[src/design/tfd_pkg.sv]
// Package for the telemetry frame deframer.
// Holds the framing byte codes, result kinds and the result record type.
// No dependencies.
`timescale 1ns / 1ps

package tfd_pkg;

    // Framing bytes
    localparam logic [7:0] SYNC_FIRST  = 8'hEB;
    localparam logic [7:0] SYNC_SECOND = 8'h90;
    localparam logic [7:0] CHAR_CR     = 8'h0D;
    localparam logic [7:0] CHAR_LF     = 8'h0A;

    // Known ids lie strictly between these two bounds
    localparam logic [7:0] ID_LOWER = 8'h80;
    localparam logic [7:0] ID_UPPER = 8'h8A;

    // Position counter
    localparam int          POS_W      = 9;
    localparam logic [8:0]  POS_MAX    = 9'd511;
    localparam logic [8:0]  POS_HEADER = 9'd3;

    // Result kinds
    localparam logic KIND_RECORD    = 1'b0;
    localparam logic KIND_FRAME_END = 1'b1;

    typedef struct packed {
        logic        kind;
        logic [7:0]  record_id;
        logic [31:0] record_value;
        logic        id_known;
    } t_result;

endpackage

[src/design/tfd_byte_if.sv]
// Byte channel into the deframer: valid, ready and one received byte.
// Depends on nothing.
`timescale 1ns / 1ps

interface tfd_byte_if;
    logic       valid;
    logic       ready;
    logic [7:0] rx_byte;

    modport source (output valid, output rx_byte, input ready);
    modport sink   (input valid, input rx_byte, output ready);
endinterface

[src/design/tfd_result_if.sv]
// Result channel out of the deframer: valid, ready and one result item.
// Depends on nothing.
`timescale 1ns / 1ps

interface tfd_result_if;
    logic        valid;
    logic        ready;
    logic        kind;
    logic [7:0]  record_id;
    logic [31:0] record_value;
    logic        id_known;

    modport source (output valid, output kind, output record_id, output record_value,
                    output id_known, input ready);
    modport sink   (input valid, input kind, input record_id, input record_value,
                    input id_known, output ready);
endinterface

[src/design/tfd_parse.sv]
// Frame parser: state registers and the per-byte next-state logic.
// Depends on tfd_pkg.
`timescale 1ns / 1ps

module tfd_parse (
    input  logic             i_clk,
    input  logic             i_rst_n,
    input  logic             i_step,
    input  logic [7:0]       i_rx_byte,
    output logic             o_emit,
    output tfd_pkg::t_result o_result
);
    import tfd_pkg::*;

    localparam logic [2:0] ST_HUNT  = 3'd0;
    localparam logic [2:0] ST_SKIP  = 3'd1;
    localparam logic [2:0] ST_SYNC2 = 3'd2;
    localparam logic [2:0] ST_LEN   = 3'd3;
    localparam logic [2:0] ST_ID    = 3'd4;
    localparam logic [2:0] ST_DATA  = 3'd5;
    localparam logic [2:0] ST_TAIL  = 3'd6;
    localparam logic [2:0] ST_LF    = 3'd7;

    logic [2:0]       r_state,  n_state;
    logic [7:0]       r_length, n_length;
    logic [POS_W-1:0] r_pos,    n_pos;
    logic [7:0]       r_id,     n_id;
    logic [1:0]       r_idx,    n_idx;
    logic [23:0]      r_acc,    n_acc;

    logic [POS_W-1:0] pos_bump;
    logic             tail_due;
    logic             id_known;

    // Saturating position increment and the end-of-records test
    assign pos_bump = (r_pos < POS_MAX) ? r_pos + 1'b1 : r_pos;
    assign tail_due = (r_length >= 8'd2) &&
                      (pos_bump >= {1'b0, r_length - 8'd2});
    assign id_known = (r_id > ID_LOWER) && (r_id < ID_UPPER);

    // Next state and result for the byte at hand
    always_comb begin
        n_state  = r_state;
        n_length = r_length;
        n_pos    = r_pos;
        n_id     = r_id;
        n_idx    = r_idx;
        n_acc    = r_acc;
        o_emit   = 1'b0;
        o_result = '{kind: KIND_RECORD, record_id: 8'd0, record_value: 32'd0,
                     id_known: 1'b0};

        case (r_state)
            ST_HUNT: begin
                if (i_rx_byte == SYNC_FIRST) begin
                    n_state = ST_SYNC2;
                end else if (i_rx_byte == SYNC_SECOND) begin
                    n_state = ST_LEN;
                end else begin
                    n_state = ST_SKIP;
                    n_pos   = '0;
                end
            end
            ST_SKIP: begin
                n_pos = '0;
                if (i_rx_byte == SYNC_FIRST) begin
                    n_state = ST_SYNC2;
                end
            end
            ST_SYNC2: begin
                if (i_rx_byte == SYNC_SECOND) begin
                    n_state = ST_LEN;
                end else begin
                    n_state = ST_SKIP;
                    n_pos   = '0;
                end
            end
            ST_LEN: begin
                n_length = i_rx_byte;
                n_pos    = POS_HEADER;
                n_state  = ST_ID;
            end
            ST_ID: begin
                n_id    = i_rx_byte;
                n_pos   = pos_bump;
                n_idx   = 2'd0;
                n_acc   = '0;
                n_state = ST_DATA;
            end
            ST_DATA: begin
                n_pos = pos_bump;
                case (r_idx)
                    2'd0: begin
                        n_acc = r_acc | {16'd0, i_rx_byte};
                        n_idx = 2'd1;
                    end
                    2'd1: begin
                        n_acc = r_acc | {8'd0, i_rx_byte, 8'd0};
                        n_idx = 2'd2;
                    end
                    2'd2: begin
                        n_acc = r_acc | {i_rx_byte, 16'd0};
                        n_idx = 2'd3;
                    end
                    default: begin
                        // Last value byte: emit the record
                        n_idx    = 2'd0;
                        n_acc    = '0;
                        n_state  = tail_due ? ST_TAIL : ST_ID;
                        o_emit   = 1'b1;
                        o_result = '{kind: KIND_RECORD, record_id: r_id,
                                     record_value: {i_rx_byte, r_acc},
                                     id_known: id_known};
                    end
                endcase
            end
            ST_TAIL: begin
                if (i_rx_byte == CHAR_CR) begin
                    n_state = ST_LF;
                end else if (i_rx_byte == CHAR_LF) begin
                    n_state = ST_HUNT;
                    n_pos   = '0;
                    o_emit  = 1'b1;
                    o_result.kind = KIND_FRAME_END;
                end else begin
                    n_state = ST_SKIP;
                    n_pos   = '0;
                end
            end
            default: begin
                // After CR only LF closes the frame
                if (i_rx_byte == CHAR_LF) begin
                    n_state = ST_HUNT;
                    n_pos   = '0;
                    o_emit  = 1'b1;
                    o_result.kind = KIND_FRAME_END;
                end else begin
                    n_state = ST_SKIP;
                    n_pos   = '0;
                end
            end
        endcase
    end

    // Advance the parse state once per processed byte
    always_ff @(posedge i_clk) begin
        if (!i_rst_n) begin
            r_state  <= ST_HUNT;
            r_length <= '0;
            r_pos    <= '0;
            r_id     <= '0;
            r_idx    <= '0;
            r_acc    <= '0;
        end else if (i_step) begin
            r_state  <= n_state;
            r_length <= n_length;
            r_pos    <= n_pos;
            r_id     <= n_id;
            r_idx    <= n_idx;
            r_acc    <= n_acc;
        end
    end

endmodule

[src/design/tfd_out_reg.sv]
// Result register: holds one finished result until the sink takes it.
// Depends on tfd_pkg.
`timescale 1ns / 1ps

module tfd_out_reg (
    input  logic             i_clk,
    input  logic             i_rst_n,
    input  logic             i_load,
    input  tfd_pkg::t_result i_result,
    input  logic             i_take,
    output logic             o_free,
    output logic             o_valid,
    output tfd_pkg::t_result o_result
);
    import tfd_pkg::*;

    logic    r_valid;
    t_result r_result;

    // Slot is free when empty or being emptied this cycle
    assign o_free   = !r_valid || i_take;
    assign o_valid  = r_valid;
    assign o_result = r_result;

    // Track occupancy
    always_ff @(posedge i_clk) begin
        if (!i_rst_n) begin
            r_valid <= 1'b0;
        end else if (i_load) begin
            r_valid <= 1'b1;
        end else if (i_take) begin
            r_valid <= 1'b0;
        end
    end

    // Capture the result payload
    always_ff @(posedge i_clk) begin
        if (i_load) begin
            r_result <= i_result;
        end
    end

endmodule

[src/design/telemetry_frame_deframer_top.sv]
// Path: a transferred byte is held in the input register, and any result it yields is loaded into the result register.
// Throughput: one byte per cycle; the parse state updates between the
// input register and the result register, and a byte stalls only while the result
// register is full and not being taken.
// Reset: synchronous active-low i_rst_n returns the parser to header hunt and empties
// both registers.
`timescale 1ns / 1ps

module telemetry_frame_deframer_top (
    input  logic          i_clk,
    input  logic          i_rst_n,
    tfd_byte_if.sink      i_rx,
    tfd_result_if.source  o_res
);
    import tfd_pkg::*;

    logic       r_in_valid;
    logic [7:0] r_in_byte;

    logic    emit;
    logic    out_free;
    logic    out_valid;
    logic    step;
    t_result step_result;
    t_result out_result;

    // A held byte proceeds unless it has a result and the result slot is full
    assign step       = r_in_valid && (!emit || out_free);
    assign i_rx.ready = !r_in_valid || step;

    // Input register
    always_ff @(posedge i_clk) begin
        if (!i_rst_n) begin
            r_in_valid <= 1'b0;
        end else if (i_rx.ready) begin
            r_in_valid <= i_rx.valid;
        end
    end

    always_ff @(posedge i_clk) begin
        if (i_rx.ready && i_rx.valid) begin
            r_in_byte <= i_rx.rx_byte;
        end
    end

    tfd_parse u_parse (
        .i_clk     (i_clk),
        .i_rst_n   (i_rst_n),
        .i_step    (step),
        .i_rx_byte (r_in_byte),
        .o_emit    (emit),
        .o_result  (step_result)
    );

    tfd_out_reg u_out_reg (
        .i_clk    (i_clk),
        .i_rst_n  (i_rst_n),
        .i_load   (step && emit),
        .i_result (step_result),
        .i_take   (o_res.ready),
        .o_free   (out_free),
        .o_valid  (out_valid),
        .o_result (out_result)
    );

    // Drive the result channel
    assign o_res.valid        = out_valid;
    assign o_res.kind         = out_result.kind;
    assign o_res.record_id    = out_result.record_id;
    assign o_res.record_value = out_result.record_value;
    assign o_res.id_known     = out_result.id_known;

endmodule

[src/flat_wrapper.sv]
// flat-port wrapper written by rule: the top's interface ports become plain ports
module telemetry_frame_deframer_top_flat import tfd_pkg::*;
  (i_clk, i_rst_n, i_rx_valid, i_rx_rx_byte, i_rx_ready, o_res_valid, o_res_kind, o_res_record_id, o_res_record_value, o_res_id_known, o_res_ready);
  tfd_byte_if i_rx_i ();
  tfd_result_if o_res_i ();
  input  logic i_clk;
  input  logic i_rst_n;
  input wire logic [$bits(i_rx_i.valid)-1:0] i_rx_valid;
  input wire logic [$bits(i_rx_i.rx_byte)-1:0] i_rx_rx_byte;
  output wire logic [$bits(i_rx_i.ready)-1:0] i_rx_ready;
  output wire logic [$bits(o_res_i.valid)-1:0] o_res_valid;
  output wire logic [$bits(o_res_i.kind)-1:0] o_res_kind;
  output wire logic [$bits(o_res_i.record_id)-1:0] o_res_record_id;
  output wire logic [$bits(o_res_i.record_value)-1:0] o_res_record_value;
  output wire logic [$bits(o_res_i.id_known)-1:0] o_res_id_known;
  input wire logic [$bits(o_res_i.ready)-1:0] o_res_ready;
  assign i_rx_i.valid = i_rx_valid;
  assign i_rx_i.rx_byte = i_rx_rx_byte;
  assign i_rx_ready = i_rx_i.ready;
  assign o_res_valid = o_res_i.valid;
  assign o_res_kind = o_res_i.kind;
  assign o_res_record_id = o_res_i.record_id;
  assign o_res_record_value = o_res_i.record_value;
  assign o_res_id_known = o_res_i.id_known;
  assign o_res_i.ready = o_res_ready;
  telemetry_frame_deframer_top u_core (.i_clk(i_clk), .i_rst_n(i_rst_n), .i_rx(i_rx_i), .o_res(o_res_i));
endmodule
[config.mk]
export PLATFORM = sky130hd
export DESIGN_NAME = telemetry_frame_deframer_top_flat
export DESIGN_NICKNAME = d
export VERILOG_FILES = /design/src/design/tfd_pkg.sv /design/src/design/tfd_byte_if.sv /design/src/design/tfd_result_if.sv /design/src/design/tfd_parse.sv /design/src/design/tfd_out_reg.sv /design/src/design/telemetry_frame_deframer_top.sv /design/src/flat_wrapper.sv
export SDC_FILE = /design/constraint.sdc
export NUM_CORES = 1
export LEC_CHECK = 0
export ABC_AREA = 1
export BUFFER_PORTS_ARGS = -buffer_cell sky130_fd_sc_hd__buf_2
export CAP_MARGIN = 10
export CORE_MARGIN = 4
export CORE_UTILIZATION = 50
export CTS_CLUSTER_SIZE = 8
export DETAILED_ROUTE_END_ITERATION = 10
export PLACE_DENSITY = 0.84
export SETUP_SLACK_MARGIN = 0.15
export SLEW_MARGIN = 20
export SYNTH_ARGS = -nofsm -noshare
export SYNTH_HDL_FRONTEND = slang
export SYNTH_HIERARCHICAL = 1
export SYNTH_SLANG_ARGS = --single-unit
export TNS_END_PERCENT = 10
[constraint.sdc]
create_clock -name i_clk -period 2.8 [get_ports i_clk]
set_input_delay 0.42 -clock i_clk [delete_from_list [all_inputs] [get_ports i_clk]]
set_output_delay 0.42 -clock i_clk [all_outputs]
set_load 0.05 [all_outputs]
# Word level (Yosys, flattened, before mapping)

Index checks and enable logic that the tools add are counted.

Register bits after elaboration: 106
Latch bits: 0
RAM bits: 0
Memory bits (read-only): 0
Input bits: 12
Output and inout bits: 44
Word-level logic and storage cells: 88
Memories kept: 0

Add/sub/neg operators: 2
$mul: 0
Divide/modulo/power cells: 0
Order comparisons: 5
Equality and inequality tests: 16
Shift operators: 0
Multiplexer cells: 24
Bitwise logic cells: 4
Reduce and logical (&&, ||, !) cells: 24

Operators with widths:

| cell                                                              | count |
|---|---|
| one-hot mux 24 bit (3 select lines)                               | 1 |
| one-hot mux 24 bit (2 select lines)                               | 1 |
| one-hot mux 9 bit (5 select lines)                                | 1 |
| two-way mux 9 bit                                                 | 4 |
| bitwise OR 24 x 16 -> 24 bit                                      | 1 |
| bitwise OR 24 bit                                                 | 1 |
| bitwise OR 24 x 8 -> 24 bit                                       | 1 |
| one-hot mux 3 bit (7 select lines)                                | 1 |
| equality test 8 x 4 -> 1 bit, second input constant               | 2 |
| equality test 8 bit, second input constant                        | 2 |
| adder 9 x 1 -> 9 bit, second input constant                       | 1 |
| equality test 3 bit, second input constant                        | 3 |
| greater-or-equal comparator 9 x 8 -> 1 bit                        | 1 |
| < comparator 9 bit, second input constant                         | 1 |
| two-way mux 3 bit                                                 | 3 |
| greater-or-equal comparator 8 x 2 -> 1 bit, second input constant | 1 |
| > comparator 8 bit, second input constant                         | 1 |
| < comparator 8 bit, second input constant                         | 1 |
| != test 2 bit, second input constant                              | 4 |
| subtractor 8 x 2 -> 8 bit, second input constant                  | 1 |
| equality test 3 x 2 -> 1 bit, second input constant               | 2 |
| two-way mux 1 bit                                                 | 6 |
| two-way mux 2 bit                                                 | 3 |
| one-hot mux 1 bit (3 select lines)                                | 2 |
| 18 further kinds                                                  | 30 |

# Longest topological paths before layout

Word-level depth: 9
Mapped depth: 19

# Cells and area by module

The synthesis kept the hierarchy.

Modules (own cells, without submodules):

| module                       | instances | cells an instance | area each (sq um) |
|---|---|---|---|
| tfd_parse                    | 1         | 455               | 3,165.5 |
| tfd_out_reg                  | 1         | 48                | 1,307.5 |
| telemetry_frame_deframer_top | 1         | 19                | 314.1 |

# Worst setup path before layout

Ideal clock, no wire load.

Kind: flip-flop to flip-flop
From: register u_core.u_parse.r_idx[0]
To: register u_core.u_parse.r_acc[16]
Library setup time: 130 ps
Arrival time: 2,527 ps
Setup slack: 143 ps
Stages on the path, launching flop included: 13
Path buffers: 1
Period minus slack after synthesis: 2,657 ps
Path through: dfxtp_1 > ha_1 > buf_2 > nand2_1 > nand3_1 > a21boi_0 > inv_1 > nor2_8 > inv_4 > a21oi_4 > o21ai_2 > o21ai_4 > a21oi_2

Longest elaborated chain between the ends: 8
Elaborated cells on any way between the ends: 12
Those cells by class: 2 x eq/ne; 4 x mux; 6 x reduce/logical

Ends and longest elaborated chain:

| what                                        | line                               | source |
|---|---|---|
| from (decl)                                 | tfd_parse.sv:28                    | `logic [1:0] r_idx, n_idx;` |
| from (signal assigned)                      | tfd_parse.sv:159                   | `r_idx <= n_idx;` |
| equality test 2 bit (tied with other cells) | tfd_parse.sv:92                    | `case (r_idx)` |
| OR reduction 3 bit (no line) *              | n/a                                |  |
| two-way mux 1 bit *                         | tfd_parse.sv:92                    |  |
| one-hot mux 1 bit (3 select lines) *        | tfd_parse.sv:53                    | `case (r_state)` |
| named net u_core.emit                       | telemetry_frame_deframer_top.sv:20 | `logic emit;` |
| zero test 1 bit *                           | telemetry_frame_deframer_top.sv:28 | `assign step = r_in_valid && (!emit \|\| out_free);` |
| logical OR 1 bit *                          | telemetry_frame_deframer_top.sv:28 |  |
| logical AND 1 bit *                         | telemetry_frame_deframer_top.sv:28 |  |
| named net u_core.step                       | telemetry_frame_deframer_top.sv:23 | `logic step;` |
| AND reduction 2 bit (no line) *             | n/a                                |  |
| to (signal assigned)                        | tfd_parse.sv:160                   | `r_acc <= n_acc;` |
| to (decl)                                   | tfd_parse.sv:29                    | `logic [23:0] r_acc, n_acc;` |

The timed path passes the listed nets; every way through them passes the cells marked *.
A chain may end at the register's enable or synchronous reset.

# Final worst setup path

From: register u_core.r_in_byte[6]
To: output port i_rx_ready

Longest elaborated chain between the ends: 8
Elaborated cells on any way between the ends: 9
Those cells by class: 2 x eq/ne; 3 x mux; 4 x reduce/logical

Ends and longest elaborated chain:

| what                                 | line                               | source |
|---|---|---|
| from (decl)                          | telemetry_frame_deframer_top.sv:18 | `logic [7:0] r_in_byte;` |
| from (signal assigned)               | telemetry_frame_deframer_top.sv:42 | `r_in_byte <= i_rx.rx_byte;` |
| equality test 8 x 4 -> 1 bit         | tfd_parse.sv:120, tfd_parse.sv:132 |  |
| two-way mux 1 bit                    | tfd_parse.sv:120, tfd_parse.sv:132 |  |
| two-way mux 1 bit                    | tfd_parse.sv:118                   | `if (i_rx_byte == CHAR_CR) begin` |
| one-hot mux 1 bit (3 select lines) * | tfd_parse.sv:53                    |  |
| named net u_core.emit                | telemetry_frame_deframer_top.sv:20 |  |
| zero test 1 bit *                    | telemetry_frame_deframer_top.sv:28 |  |
| logical OR 1 bit *                   | telemetry_frame_deframer_top.sv:28 |  |
| logical AND 1 bit *                  | telemetry_frame_deframer_top.sv:28 |  |
| logical OR 1 bit *                   | telemetry_frame_deframer_top.sv:29 | `assign i_rx.ready = !r_in_valid \|\| step;` |
| to (decl)                            | flat_wrapper.sv:10                 | `output wire logic [$bits(i_rx_i.ready)-1:0] i_rx_ready;` |

Marks and branches as above.

==> run metrics <==
syn_area_per_cell=9.17 sq um; CTS Sinks=106; DRC violations left=0; CP Launch Type=flip-flop; Synth top area share=31.4%; Pwr Density=495 nW/um^2; clock transition at the registers of the reported paths=0.10 ns; Clock Latency Late Sink=0.37 ns; register-to-register setup slack=0.40 ns; Max FO, Critical Path=3; largest net degree at the start of global routing=42; Hold Path Origin=i_rx_rx_byte[6]; FF-to-FF End=u_core/u_parse/r_acc[17]; PortBufs=55; CTS buffer count=9; slew margin rel.=67.6%; cell area after synthesis=4790 sq um; Final Cycle Share=87.5%; synthesized flop and latch total=106; Worst Hold Depth=1; Max-Cap Viols=0; leading area contributor after synthesis=edfxtp_1; ys flop type=dfxtp_1; Layout fillers=803; Leak Pwr=2.37 nW; Initial Util=51.6%; Ports=56; status=completed; Mapped Cells=522; required time of the critical path=2.38 ns; Slew @ Worst Pin=0.486 ns; CTS tree=built; first-pass GRT wire length=16,600 microns; Post-Synth Adder-Cell Area=3.66%; RSZ-0062 raised after global routing=no; endpoints failing hold=0; clk_skew=0.0121 ns; Post-synth EDFFs=50; Setup TNS Final=0 ns; number of global-route vias before repair=3,558; via count=3,623; Worst Hold Endpoint=u_core/r_in_byte[6]; GPL Wtd Cong=0.903; Synth Area in Compound Gates=12.5%; Total Power=2.74 mW; hpwl dp=7330 microns; fraction of registers with async set/reset=0%; drt wl/cell=13.7 microns; worst reg2reg startpoint=u_core/r_in_byte[7]; CTS root buffer=clkbuf_8; die width=106 microns; total wire length=9970 microns; Post-Synth XOR/XNOR Area=1.83%; CP arrival=2.03 ns; mux cell area share after synthesis=0%; Tot GR Track Use=18.6%; 1st-iter DRT viols=322; main combinational cell family by area after synthesis=simple AND/OR/NAND/NOR gates; number of core rows=35; Via density=5.00; antenna violations before repair=0; post-synthesis net count=548; gr ovfl total=0; total area of sequential cells=2620 sq um; Area contributors post-synth=edfxtp_1 (31%), dfxtp_1 (23%), nand2_1 (6.0%); worst setup margin=0.350 ns; worst min-delay path class=in -> reg; Yosys cell types=39; Reg2Reg Depth=16; Seq/Total Area, Yosys=54.8%; element type at the critical path end=primary output; die area=11,200 sq um; area occupied by multi-input gates=1800 sq um; CP Class=reg -> out; cts hold-fix bufs=0; DR pass1 iterations=5; nets@finish=617; antenna viol nets, final=0; ratio of cells with drive above 1 in the final layout=22.3%; Area growth, synth to finish=15.7%; Yosys warning total=6; fin. max-slew vios=0; Longest Clk Path Bufs=2; Synth Area in Simple Gates=19.4%; Inserted Diodes=0; DIE HEIGHT=106 microns; VDD IR max=278 uV; f_max=408 MHz; pre-CTS setup slack=0.248 ns; Final Critical Period=2.45 ns; H-tree levels=3; core footprint=9280 sq um; Final setup viols=0
==> sequential cells by signal (all words and copies together) (netlist names) <==
| register | count |
|---|---|
| u_core/r_in_byte | 8 |
| u_core/u_out_reg/o_result | 42 |
| u_core/u_parse/r_pos | 9 |
| u_core/u_out_reg/o_valid | 1 |
| u_core/u_parse/r_acc | 24 |
| u_core/u_parse/r_state | 3 |
| u_core/r_in_valid | 1 |
| u_core/u_parse/r_id | 8 |
| u_core/u_parse/r_idx | 2 |
| u_core/u_parse/r_length | 8 |
==> worst max-delay path, stage by stage (launching register included) <==
cell and delay, ns:
edfxtp_1 0.40, nor2_1 0.24, nand3_1 0.14, inv_1 0.10
nand2_1 0.09, inv_1 0.09, nand2_1 0.07, nand3_1 0.18
nand3_2 0.12, buf_2 0.23
==> worst max path at each step <==
stage	from	endpoint	slack, ns	cells past startpoint
after global placement	u_core/r_in_byte[3]	u_core/u_parse/r_acc[22]	0.41	14
final	u_core/r_in_byte[6]	i_rx_ready	0.35	9
after CTS	u_core/r_in_byte[7]	u_core/u_parse/r_acc[19]	0.21	15
after detailed placement	u_core/r_in_byte[7]	u_core/u_parse/r_acc[18]	0.25	15
after floorplan	u_core/u_parse/r_idx[0]	u_core/u_parse/r_acc[16]	0.34	12
after global routing	u_core/r_in_byte[6]	i_rx_ready	0.15	9
==> synth_stat cells, drive strengths merged, types with 2 or more instances <==
cell type	n
ha	14
o21ai	25
clkbuf	10
xor2	5
dfxtp	56
nand3	14
a21oi	62
edfxtp	50
nand4	10
buf	2
nand2	79
inv	83
or2	16
a211oi	2
xnor2	5
nor2	75
nor3	7
==> layout make-up <==
cell class | instances | area share (%)
Clock buffer | 10 | 2.49
Clock inverter | 6 | 1.31
Inverter | 84 | 5.85
Multi-Input combinational cell | 320 | 32.6
Sequential cell | 106 | 47.4
Tap cell | 129 | 2.92
Timing Repair Buffer | 70 | 7.46
==> power by group <==
part / total (mW) / internal, mW / switching [mW]
clock network: 0.980 / 0.449 / 0.531
logic: 0.122 / 0.0422 / 0.0796
registers: 1.64 / 1.62 / 0.0150
==> kinds of logic after synthesis <==
group / count (synthesis)
AO/OA/AOI/OAI: 93
XOR/XNOR: 10
adder cells (fa/ha/maj): 14
buffers and inverters: 96
flip-flops: 106
AND/OR/NAND/NOR: 203
==> layout by cell type, fill, tap and decap left out, types with 14 or more instances in the layout <==
cell,instances
a21oi_1,43
inv_1,76
edfxtp_1,50
or2_1,15
nor2_1,67
ha_1,14
a21oi_2,18
o21ai_0,19
nand2_1,77
dfxtp_1,55
buf_2,55
==> metrics by stage <==
| stage | utilization [%] | area (sq um) | std cells | hold slack, ns |
|---|---|---|---|---|
| global placement | 56.4 | 5240 | 701 | 0.460 |
| CTS | 58.7 | 5450 | 717 | 0.210 |
| detailed placement | 56.4 | 5240 | 701 | 0.464 |
| finish | 59.6 | 5540 | 725 | 0.223 |
| global route | 59.6 | 5540 | 725 | 0.206 |
| floorplan | - | 4790 | 522 | 0.430 |
==> routing by layer <==
layer / GRT usage [%] / share of wire (%)
met3: 3.74 / 5.8
met4: 8.97 / 2.9
met5: 0 / 0
met2: 31.1 / 48
met1: 22.8 / 43
==> timing repair <==
action | CTS | global route
endpoints found under the setup margin | 0 | 33
resized for setup | 0 | 6
setup buffers | 0 | 8
Note: power is estimated with default switching activity, not from simulation.
